--- src/design/sha512_pkg.sv ---
`timescale 1ns / 1ps
package sha512_pkg;

    localparam int unsigned ROUNDS = 80;

    typedef enum logic [2:0] {
        SEL_WORD  = 3'd0,
        SEL_LAST  = 3'd1,
        SEL_MARK  = 3'd2,
        SEL_ZERO  = 3'd3,
        SEL_LENHI = 3'd4,
        SEL_LENLO = 3'd5
    } push_sel_t;

    typedef struct packed {
        logic      push;
        push_sel_t sel;
        logic      count;
        logic      load;
        logic      round;
        logic [6:0] rnd;
        logic      finalize;
        logic      restart;
        logic [2:0] idx;
    } sha_cmd_t;

    localparam logic [63:0] IV [8] = '{
        64'h6a09e667f3bcc908, 64'hbb67ae8584caa73b, 64'h3c6ef372fe94f82b,
        64'ha54ff53a5f1d36f1, 64'h510e527fade682d1, 64'h9b05688c2b3e6c1f,
        64'h1f83d9abfb41bd6b, 64'h5be0cd19137e2179
    };

    localparam logic [63:0] K [80] = '{
        64'h428a2f98d728ae22, 64'h7137449123ef65cd, 64'hb5c0fbcfec4d3b2f, 64'he9b5dba58189dbbc,
        64'h3956c25bf348b538, 64'h59f111f1b605d019, 64'h923f82a4af194f9b, 64'hab1c5ed5da6d8118,
        64'hd807aa98a3030242, 64'h12835b0145706fbe, 64'h243185be4ee4b28c, 64'h550c7dc3d5ffb4e2,
        64'h72be5d74f27b896f, 64'h80deb1fe3b1696b1, 64'h9bdc06a725c71235, 64'hc19bf174cf692694,
        64'he49b69c19ef14ad2, 64'hefbe4786384f25e3, 64'h0fc19dc68b8cd5b5, 64'h240ca1cc77ac9c65,
        64'h2de92c6f592b0275, 64'h4a7484aa6ea6e483, 64'h5cb0a9dcbd41fbd4, 64'h76f988da831153b5,
        64'h983e5152ee66dfab, 64'ha831c66d2db43210, 64'hb00327c898fb213f, 64'hbf597fc7beef0ee4,
        64'hc6e00bf33da88fc2, 64'hd5a79147930aa725, 64'h06ca6351e003826f, 64'h142929670a0e6e70,
        64'h27b70a8546d22ffc, 64'h2e1b21385c26c926, 64'h4d2c6dfc5ac42aed, 64'h53380d139d95b3df,
        64'h650a73548baf63de, 64'h766a0abb3c77b2a8, 64'h81c2c92e47edaee6, 64'h92722c851482353b,
        64'ha2bfe8a14cf10364, 64'ha81a664bbc423001, 64'hc24b8b70d0f89791, 64'hc76c51a30654be30,
        64'hd192e819d6ef5218, 64'hd69906245565a910, 64'hf40e35855771202a, 64'h106aa07032bbd1b8,
        64'h19a4c116b8d2d0c8, 64'h1e376c085141ab53, 64'h2748774cdf8eeb99, 64'h34b0bcb5e19b48a8,
        64'h391c0cb3c5c95a63, 64'h4ed8aa4ae3418acb, 64'h5b9cca4f7763e373, 64'h682e6ff3d6b2b8a3,
        64'h748f82ee5defb2fc, 64'h78a5636f43172f60, 64'h84c87814a1f0ab72, 64'h8cc702081a6439ec,
        64'h90befffa23631e28, 64'ha4506cebde82bde9, 64'hbef9a3f7b2c67915, 64'hc67178f2e372532b,
        64'hca273eceea26619c, 64'hd186b8c721c0c207, 64'heada7dd6cde0eb1e, 64'hf57d4f7fee6ed178,
        64'h06f067aa72176fba, 64'h0a637dc5a2c898a6, 64'h113f9804bef90dae, 64'h1b710b35131c471b,
        64'h28db77f523047d84, 64'h32caab7b40c72493, 64'h3c9ebe0a15c9bebc, 64'h431d67c49c100d4c,
        64'h4cc5d4becb3e42b6, 64'h597f299cfc657e2a, 64'h5fcb6fab3ad6faec, 64'h6c44198c4a475817
    };

    function automatic logic [63:0] big_sigma0(input logic [63:0] x);
        big_sigma0 = {x[27:0], x[63:28]} ^ {x[33:0], x[63:34]} ^ {x[38:0], x[63:39]};
    endfunction

    function automatic logic [63:0] big_sigma1(input logic [63:0] x);
        big_sigma1 = {x[13:0], x[63:14]} ^ {x[17:0], x[63:18]} ^ {x[40:0], x[63:41]};
    endfunction

    function automatic logic [63:0] small_sigma0(input logic [63:0] x);
        small_sigma0 = {x[0], x[63:1]} ^ {x[7:0], x[63:8]} ^ {7'd0, x[63:7]};
    endfunction

    function automatic logic [63:0] small_sigma1(input logic [63:0] x);
        small_sigma1 = {x[18:0], x[63:19]} ^ {x[60:0], x[63:61]} ^ {6'd0, x[63:6]};
    endfunction

endpackage

--- src/design/sha512_ctrl.sv ---
`timescale 1ns / 1ps
module sha512_ctrl (
    input  logic                clk,
    input  logic                rst_n,
    input  logic                message_valid,
    output logic                message_ready,
    input  logic [3:0]          byte_count,
    input  logic                end_of_message,
    output logic                digest_valid,
    input  logic                digest_ready,
    output logic [2:0]          word_index,
    output logic                last_word,
    output sha512_pkg::sha_cmd_t cmd
);
    import sha512_pkg::*;

    typedef enum logic [4:0] {
        ST_IDLE  = 5'b00001,
        ST_PAD   = 5'b00010,
        ST_ROUND = 5'b00100,
        ST_FINAL = 5'b01000,
        ST_OUT   = 5'b10000
    } state_t;

    state_t     state_reg, state_next;
    logic [3:0] fill_reg, fill_next;
    logic [6:0] rnd_reg, rnd_next;
    logic [2:0] idx_reg, idx_next;
    logic       mark_reg, mark_next;      // 0x80 marker still owed
    logic       lenok_reg, lenok_next;    // length may go in slots 14/15 of this block
    logic       lendone_reg, lendone_next;
    logic       pad_reg, pad_next;        // padding in progress

    assign message_ready = (state_reg == ST_IDLE);
    assign digest_valid  = (state_reg == ST_OUT);
    assign word_index    = idx_reg;
    assign last_word     = (idx_reg == 3'd7);

    always_comb
    begin
        state_next   = state_reg;
        fill_next    = fill_reg;
        rnd_next     = rnd_reg;
        idx_next     = idx_reg;
        mark_next    = mark_reg;
        lenok_next   = lenok_reg;
        lendone_next = lendone_reg;
        pad_next     = pad_reg;
        cmd          = '0;
        cmd.sel      = SEL_ZERO;
        cmd.rnd      = rnd_reg;
        cmd.idx      = idx_reg;

        unique case (state_reg)
            ST_IDLE:
            begin
                if (message_valid)
                begin
                    cmd.push  = 1'b1;
                    cmd.count = 1'b1;
                    fill_next = fill_reg + 4'd1;
                    if (!end_of_message || byte_count >= 4'd8)
                    begin
                        cmd.sel = SEL_WORD;
                    end
                    else
                    begin
                        cmd.sel = SEL_LAST;
                    end
                    if (end_of_message)
                    begin
                        pad_next   = 1'b1;
                        mark_next  = (byte_count >= 4'd8);
                        lenok_next = (fill_reg <= 4'd13);
                    end
                    if (fill_reg == 4'd15)
                    begin
                        cmd.load   = 1'b1;
                        state_next = ST_ROUND;
                    end
                    else if (end_of_message)
                    begin
                        state_next = ST_PAD;
                    end
                end
            end
            ST_PAD:
            begin
                cmd.push  = 1'b1;
                fill_next = fill_reg + 4'd1;
                priority if (mark_reg)
                begin
                    cmd.sel    = SEL_MARK;
                    mark_next  = 1'b0;
                    lenok_next = (fill_reg <= 4'd13);
                end
                else if (lenok_reg && fill_reg == 4'd14)
                begin
                    cmd.sel = SEL_LENHI;
                end
                else if (lenok_reg && fill_reg == 4'd15)
                begin
                    cmd.sel      = SEL_LENLO;
                    lendone_next = 1'b1;
                end
                else
                begin
                    cmd.sel = SEL_ZERO;
                end
                if (fill_reg == 4'd15)
                begin
                    cmd.load   = 1'b1;
                    state_next = ST_ROUND;
                end
            end
            ST_ROUND:
            begin
                cmd.round = 1'b1;
                if (rnd_reg == 7'(ROUNDS - 1))
                begin
                    rnd_next   = '0;
                    state_next = ST_FINAL;
                end
                else
                begin
                    rnd_next = rnd_reg + 7'd1;
                end
            end
            ST_FINAL:
            begin
                cmd.finalize = 1'b1;
                priority if (!pad_reg)
                begin
                    state_next = ST_IDLE;
                end
                else if (lendone_reg)
                begin
                    state_next = ST_OUT;
                end
                else
                begin
                    lenok_next = 1'b1;
                    state_next = ST_PAD;
                end
            end
            ST_OUT:
            begin
                if (digest_ready)
                begin
                    idx_next = idx_reg + 3'd1;
                    if (idx_reg == 3'd7)
                    begin
                        cmd.restart  = 1'b1;
                        pad_next     = 1'b0;
                        lendone_next = 1'b0;
                        lenok_next   = 1'b0;
                        mark_next    = 1'b0;
                        state_next   = ST_IDLE;
                    end
                end
            end
            default:
            begin
                state_next = ST_IDLE;
            end
        endcase
    end

    always_ff @(posedge clk or negedge rst_n)
    begin
        if (!rst_n)
        begin
            state_reg   <= ST_IDLE;
            fill_reg    <= '0;
            rnd_reg     <= '0;
            idx_reg     <= '0;
            mark_reg    <= 1'b0;
            lenok_reg   <= 1'b0;
            lendone_reg <= 1'b0;
            pad_reg     <= 1'b0;
        end
        else
        begin
            state_reg   <= state_next;
            fill_reg    <= fill_next;
            rnd_reg     <= rnd_next;
            idx_reg     <= idx_next;
            mark_reg    <= mark_next;
            lenok_reg   <= lenok_next;
            lendone_reg <= lendone_next;
            pad_reg     <= pad_next;
        end
    end

endmodule

--- config.mk ---
export PLATFORM = sky130hd
export DESIGN_NAME = sha512_ctrl
export DESIGN_NICKNAME = d
export VERILOG_FILES = /design/src/design/sha512_pkg.sv /design/src/design/sha512_ctrl.sv
export SDC_FILE = /design/constraint.sdc
export NUM_CORES = 1
export LEC_CHECK = 0
export ABC_CLOCK_PERIOD_IN_PS = 3100
export BUFFER_PORTS_ARGS = -buffer_cell sky130_fd_sc_hd__buf_4
export CAP_MARGIN = 25
export CORE_MARGIN = 4
export CORE_UTILIZATION = 50
export DETAILED_ROUTE_END_ITERATION = 10
export PLACE_DENSITY = 0.76
export SYNTH_ARGS = -nofsm -noshare
export SYNTH_HDL_FRONTEND = slang
export SYNTH_SLANG_ARGS = --single-unit
--- constraint.sdc ---
create_clock -name clk -period 3.1 [get_ports clk]
set_clock_uncertainty 0.05 [all_clocks]
set_input_delay 0.31 -clock clk [delete_from_list [all_inputs] [get_ports clk]]
set_output_delay 0.31 -clock clk [all_outputs]
set_load 0.03 [all_outputs]
### Yosys cells after proc, flatten, opt, wreduce, memory -nomap -nowiden

Index checks and enable logic that the tools add are counted.

| word-level totals | value |
|---|---|
| bits in registers | 23 |
| input port bits | 9 |
| output and inout port bits | 25 |
| logic and storage cells | 96 |

| operators by class | value |
|---|---|
| add/sub/neg operators | 3 |
| magnitude comparators | 2 |
| equal/unequal tests | 22 |
| mux-type cells | 45 |
| reductions and logical operators | 16 |

Operators by type and width:

| operator | number |
|---|---|
| 5-bit two-way mux | 9 |
| 5-bit case mux with 5 select lines | 1 |
| 1-bit two-way mux | 22 |
| 2-bit != test (second input constant) | 9 |
| 4-bit case mux with 2 select lines | 2 |
| 6-bit AND reduction | 2 |
| 5-bit AND reduction | 2 |
| 3-bit two-way mux | 3 |
| 4-bit == test (second input constant) | 2 |
| 8-bit AND reduction | 1 |
| 7-bit by 1-bit adder with 7-bit output (second input constant) | 1 |
| 7-bit == test (second input constant) | 1 |
| 7-bit two-way mux | 1 |
| 6-bit two-way mux | 1 |
| 2-bit by 1-bit != test with 1-bit output (second input constant) | 3 |
| 1-bit case mux with 2 select lines | 3 |
| 2-bit nonzero test | 3 |
| 5-bit by 1-bit == test with 1-bit output (second input constant) | 1 |
| 5-bit by 2-bit == test with 1-bit output (second input constant) | 1 |
| 5-bit by 3-bit == test with 1-bit output (second input constant) | 1 |
| 5-bit by 4-bit == test with 1-bit output (second input constant) | 1 |
| 5-bit == test (second input constant) | 1 |
| 4-bit by 1-bit adder with 4-bit output (second input constant) | 1 |
| 4-bit greater-or-equal comparator (second input constant) | 1 |
| 13 further kinds | 15 |

### Longest topological paths before layout

Gate-level depths: netlist of the first run.

| depth | value |
|---|---|
| depth in word-level cells | 6 |
| gate-level depth with buffers | 6 |
| mapped depth without buffers | 6 |

### Worst setup path after synthesis of the first run

No wires, ideal clock.

| timing | value |
|---|---|
| path kind | register -> output |
| start | reg state_reg[4] |
| end | out cmd[16] in the netlist's numbering |
| arrival | 2.036 ns |
| data required time | 2.740 ns |
| setup slack | 0.704 ns |
| cell stages (with the launch flop) | 7 |
| path buffers | 2 |
| path through | dfrtp_1 -> buf_6 -> or3_1 -> buf_2 -> or3_4 -> nor2_1 -> nor2_1 |

RTL lines:

| item | RTL line | text |
|---|---|---|
| from (decl) | sha512_ctrl.sv:25 | `state_t state_reg, state_next;` |
| from (signal assigned) | sha512_ctrl.sv:184 | `state_reg <= state_next;` |
| to (decl) | sha512_ctrl.sv:13 | `output sha512_pkg::sha_cmd_t cmd` |

==> results of run 1 <==
==> timing repair <==
action | CTS | global route
gates resized for setup | 0 | 0
hold buffers | 1 | 0
hold endpoints to repair | 22 | 0
==> Yosys cell counts, drive strengths merged (3+ instances only) <==
| library cell | count | area, sq um |
|---|---|---|
| o21ai | 7 | 35.03 |
| nand2 | 9 | 33.78 |
| nand2b | 5 | 31.28 |
| and3 | 4 | 25.02 |
| a31oi | 4 | 25.02 |
| nor3 | 3 | 15.01 |
| nor2 | 12 | 47.55 |
| a21oi | 3 | 18.77 |
| inv | 7 | 26.28 |
| nand3 | 8 | 40.04 |
| xnor2 | 7 | 61.31 |
| ha | 7 | 87.58 |
| dfrtp | 22 | 550.5 |
| buf | 7 | 57.55 |
==> through the flow <==
stage | area (sq um) | util (%)
finish | 1595 | 63.24
global route | 1595 | 63.24
CTS | 1595 | 63.24
detailed placement | 1555 | 61.66
global placement | 1555 | 61.66
floorplan | 1350 | -
==> layout make-up <==
class                           count  share of cell area (%)
Multi-Input combinational cell     98                   43.22
Sequential cell                    23                   36.16
Timing Repair Buffer               31                   14.75
Tap cell                           30                   2.353
Inverter                            7                   1.647
Clock buffer                        3                   1.412
Clock inverter                      1                  0.4706
==> critical path: stages (launching register included) <==
cell     delay [ns]
dfrtp_1        0.49
or3_1          0.44
or3_4          0.43
a41o_1         0.25
nand3_1        0.09
buf_4          0.16
==> final timing paths <==
path	from	end	slack, ns	depth (start not counted)
max	state_reg[4]$_DFFE_PN0P_	cmd[15]	0.56	5
max reg2reg	state_reg[1]$_DFFE_PN0P_	rnd_reg[6]$_DFFE_PN0P_	1.11	4
min in group asynchronous	rst_n	rnd_reg[5]$_DFFE_PN0P_	0.35	2
min reg2reg	lendone_reg$_DFFE_PN0P_	state_reg[1]$_DFFE_PN0P_	0.46	1
max in group asynchronous	rst_n	state_reg[0]$_DFFE_PN1P_	2.36	2
min	byte_count[3]	mark_reg$_DFFE_PN0P_	0.19	3
==> per-layer routing <==
| metal | track usage [%] | up-vias |
|---|---|---|
| met2 | 27.31 | 25 |
| met5 | 0 | - |
| li1 | - | 535 |
| met3 | 4.752 | 4 |
| met1 | 21.98 | 535 |
| met4 | 7.911 | 0 |
==> kinds of logic (layout without fill, tap and decap cells) <==
logic type               count (synthesis)  after routing  share of synthesized area, %
AO/OA/AOI/OAI                           28             28                         16.40
AND/OR/NAND/NOR                         52             52                         20.57
buffers and inverters                   14             42                         6.209
flip-flops                              23             23                         42.73
XOR/XNOR                                 8              8                         5.190
adder cells (fa/ha/maj)                  7              7                         6.487
multiplexers                             3              3                         2.410
==> power by group through the flow <==
stage	logic (mW)	registers, mW	clock network, mW
5_1_grt	0.497	0.448	0.170
4_1_cts	0.454	0.434	0.157
3_5_place_dp	0.448	0.439	0
2_1_floorplan	0.319	0.435	0
6_report	0.450	0.436	0.149
3_3_place_gp	0.439	0.435	0
==> run metrics, run 1 <==
wl on met1=1.321 mm; Initial Util=between 50% and 60%; Primary FF master, synth=dfrtp_1; Tot Pwr=1.035 mW; post-synthesis sequential area ratio=42.72%; Power Internal=approximately 600 uW; clock share of power=14.4%; first-pass GRT wire length=between 4 and 5 mm; Core Rows=18; post-synthesis area per instance=10.00 sq um; Async SR Flop Fraction=100.0%; Cell variety after synth=43; total grt overflow=0; Post-route DRC=0; Die Wd=59.96 um; clock tree buffer depth=2; Clock Latency Late Sink=0.32 ns; Final Instance Count excl. Fillers=between 150 and 200; final period utilization=81.86%; Sequential Power Share=a little over two fifths; largest net degree at the start of global routing=24; CP required=2.74 ns; die height=approximately 60 um; post-route ant nets=0; dpl ws=0.9343 ns; Crit Path Max Fanout=9; commonest non-fill, non-tap cell in the layout=buf_4; LEAKAGE=about 0.77 nW; # IOs=34; n_diodes=0; fill count=230; Core Box Area=2522 sq um; outcome=completed; Slew Viols, Final=0; Final Hold Vio Count=0; Nets=180; smallest hold slack=0.1916 ns; DP Cell Count=188; slew margin rel.=71.25%; worst vdd ir=491.0 uV; gate count after technology mapping=135; setup_tns=0 ns; Synth Register Bits=23; number of flops mapped to enable cells by yosys=0; Worst setup EP type=primary output; worst min-delay path category=input port to flip-flop; Sw Ratio=a little over two fifths; Tot GR Track Use=between 10% and 20%; Final WS setup=0.5624 ns; top sig layer=met4; via/cell ratio=5.694; count of buffers from port buffering=30; synth warn=0; critical path type=flip-flop to primary output; wire per inst=roughly 15 um; Synth Cell Area=1350 sq um; Sinks on Clock Net=23; die area=3595 sq um; final setup violation count=0; WP data arrival=~2.2 ns; total of max-cap violations=0; Least-Margin Pin Slew=0.4280 ns; Net Switching=between 400 and 500 uW; most frequent cells in the layout=buf_4, dfrtp_1, nor2_1, nand2_1, nand3_1; postcts setup bufs=0; clock transition at the registers of the reported paths=0.14 ns; Iter 0 DRT Violations=31; Reg area=576.8 sq um; drt pass-1 iters=4; WL final=2.890 mm; DR vias=1099; PwrDens=~650 nW/um^2; startpoint types=flip-flop; gpl congestion=0.8697; syn_nets=approximately 150; RSZ-0062 raised after global routing=no; fmax=394.1 MHz; area of the multi-input gates=689.4 sq um; clk root buf=clkbuf_4; vias in the first global route=1047; CTS tree=done; WL met3=126 um; combinational share of power=approximately 44%; H-tree levels=1; dpl hpwl=2.142 mm; clock period minus worst slack=2.538 ns; Layout area overhead=18.16%; initial antenna violation count=0; Met2 Wirelength=1.403 mm; fraction of layout cells with a size suffix above 1=a little over a quarter; max reg flops=7; CTS Buf Count=3
Power figures use the tool's default switching activity.
==> run 2: changes to the inputs <==
--- a/config.mk
+++ b/config.mk
@@ -5,7 +5,7 @@
 export SDC_FILE = /design/constraint.sdc
 export NUM_CORES = 1
 export LEC_CHECK = 0
-export ABC_CLOCK_PERIOD_IN_PS = 3100
+export ABC_CLOCK_PERIOD_IN_PS = 2550
 export BUFFER_PORTS_ARGS = -buffer_cell sky130_fd_sc_hd__buf_4
 export CAP_MARGIN = 25
 export CORE_MARGIN = 4
==> constraint.sdc (replaced) <==
create_clock -name clk -period 2.55 [get_ports clk]
set_clock_uncertainty 0.05 [all_clocks]
set_input_delay 0.255 -clock clk [delete_from_list [all_inputs] [get_ports clk]]
set_output_delay 0.255 -clock clk [all_outputs]
set_load 0.03 [all_outputs]
==> run metrics, run 2 (synthesis results as in run 1) <==
outcome=completed (unchanged); clock share of power=13.8% (was 14.4%); max reg flops=7 (unchanged); CP required=2.25 ns (was 2.74 ns); startpoint types=flip-flop (unchanged); Sinks on Clock Net=23 (unchanged); fraction of layout cells with a size suffix above 1=26.99% (unchanged); final period utilization=~94%; Initial Util=53.52% (unchanged); Sw Ratio=41.77% (was 42.46%); max incr delay on CP=0.48 ns (was 0.49 ns); die height=59.96 um (unchanged); largest net degree at the start of global routing=24 (unchanged); critical path type=flip-flop to primary output (unchanged); most frequent cells in the layout=buf_4, dfrtp_1, nor2_1, nand2_1, nand3_1 (unchanged); worst min-delay path category=input port to flip-flop (unchanged); fill count=232 (was 230); Nets=180 (unchanged); Die Wd=59.96 um (unchanged); DR vias=1110 (was 1099); WL final=2.835 mm (was 2.890 mm); clock tree buffer depth=2 (unchanged); Least-Margin Pin Slew=0.4533 ns (was 0.4280 ns); Slew Viols, Final=0 (unchanged); H-tree levels=1 (unchanged); post-route ant nets=0 (unchanged); Tot GR Track Use=17.79% (was 17.33%); PwrDens=781.7 nW/um^2 (was 648.9 nW/um^2); dpl hpwl=2.159 mm (was 2.142 mm); combinational share of power=44.0% (was 43.5%); Net Switching=521.3 uW (was 439.5 uW); clock transition at the registers of the reported paths=0.13 ns (was 0.14 ns); Worst path most repeated cell=or3_4; WP data arrival=2.08 ns (was 2.18 ns); # IOs=34 (unchanged); total grt overflow=0 (unchanged); Final Hold Vio Count=0 (unchanged); Crit-path slowest cell=dfrtp_1 (unchanged); CTS tree=done (unchanged); LEAKAGE=0.7723 nW (was 0.7732 nW); commonest non-fill, non-tap cell in the layout=buf_4 (unchanged); n_diodes=0 (unchanged); count of buffers from port buffering=30 (unchanged); setup_tns=0 ns (unchanged); Sequential Power Share=42.2% (was 42.1%); DP Cell Count=188 (unchanged); wire per inst=14.69 um (was 14.97 um); postcts setup bufs=0 (unchanged); Core Box Area=2522 sq um (unchanged); worst path cell trace=or3_4 > or3_4 > a41o_1 > nand3_1 > buf_4 (was or3_1 > or3_4 > a41o_1 > nand3_1 > buf_4); Post-route DRC=0 (unchanged); vias in the first global route=1112 (was 1047); final setup violation count=0 (unchanged); dpl cell area=1555 sq um (unchanged); Core Rows=18 (unchanged); Tot Pwr=1.248 mW (was 1.035 mW); Layout area overhead=18.26% (was 18.16%); gpl congestion=0.8373 (was 0.8697); Power Internal=726.7 uW (was 595.6 uW); die area=3595 sq um (unchanged); CTS Buf Count=3 (unchanged); initial antenna violation count=0 (unchanged); clock period minus worst slack=between 2 and 2.5 ns; Worst setup EP type=primary output (unchanged); Crit Path Max Fanout=9 (unchanged); Clock Latency Late Sink=0.31 ns (was 0.32 ns); RSZ-0062 raised after global routing=no (unchanged); Worst path top cell family by delay=simple AND/OR/NAND/NOR gates (unchanged); buffers plus inverters on the worst setup path=1 (unchanged); drt pass-1 iters=4 (unchanged); fin area=1597 sq um (was 1595 sq um); via/cell ratio=5.751 (was 5.694); Final Instance Count excl. Fillers=193 (unchanged); first-pass GRT wire length=4.871 mm (was 4.574 mm); worst vdd ir=639.3 uV (was 491.0 uV); slew margin rel.=69.55% (was 71.25%); clk root buf=clkbuf_4 (unchanged); fmax=419.0 MHz; total of max-cap violations=0 (unchanged); Iter 0 DRT Violations=46 (was 31); Final Core Density=63.29% (was 63.24%)
-- run 2: changes by cell type in the layout (fill, tap and decap cells not counted) --
cell and change:
clkbuf_1 +1, clkinvlp_4 -1, or3_4 +1, or3_1 -1
-- run 2: worst register-to-register path: cells and delay by family (launching register included) --
kind,cells,cell delay (ns)
and+or+nand+nor,2,0.97
DFF,1,0.46
AOI/OAI and AO/OA,2,0.43
-- run 2: cell type report --
cell class              count  area (sq um)  area share (%)
clock buffers               4         26.28           1.646
inverters                   7         26.28           1.646
multi-input cells          98         694.4           43.50
flip-flops and latches     23         576.8           36.13
well taps                  30         37.54           2.351
repair buffers             31         235.2           14.73
-- run 2: through the flow --
step / hold slack, ns / setup WS, ns
5_1_grt: 0.1464 / 0.06343
3_5_place_dp: 0.1154 / 0.4719
6_report: 0.1476 / 0.1633
2_1_floorplan: -0.09059 / 0.2088
3_3_place_gp: 0.1160 / 0.4732
4_1_cts: 0.1383 / 0.1052
-- run 2: what timing repair did --
action | CTS | global route
resized for setup | 0 | 1
setup endpoints to repair | 0 | 1
hold buffers | 1 | 0
endpoints found under the hold margin | 22 | 0
-- run 2: final timing paths --
path,startpoint,endpoint,slack [ns],depth (start not counted)
worst max-delay path,state_reg[4]$_DFFE_PN0P_,cmd[15],0.16,5
worst min register to register,lendone_reg$_DFFE_PN0P_,state_reg[1]$_DFFE_PN0P_,0.45,1
max in group asynchronous,rst_n,state_reg[0]$_DFFE_PN1P_,1.87,2
worst max register to register,state_reg[3]$_DFFE_PN0P_,rnd_reg[6]$_DFFE_PN0P_,0.55,4
min in group asynchronous,rst_n,rnd_reg[5]$_DFFE_PN0P_,0.30,2
worst min-delay path,byte_count[3],mark_reg$_DFFE_PN0P_,0.15,3
-- run 2: routing by layer --
metal | part of all wire, % | wire, um | global-route usage (%)
met2 | 49 | 1395 | 29.17
met5 | 0 | 0 | 0
met3 | 5.0 | 141 | 2.808
met1 | 44 | 1258 | 23.45
met4 | 1.4 | 40 | 6.646
-- run 2: power by group through the flow --
| stage | registers [mW] | clock network, mW | logic [mW] |
|---|---|---|---|
| final | 0.527 | 0.172 | 0.549 |
| after CTS | 0.527 | 0.178 | 0.551 |
| after global routing | 0.543 | 0.192 | 0.611 |
| after detailed placement | 0.534 | 0 | 0.547 |
| after global placement | 0.529 | 0 | 0.534 |
| after floorplan | 0.529 | 0 | 0.388 |
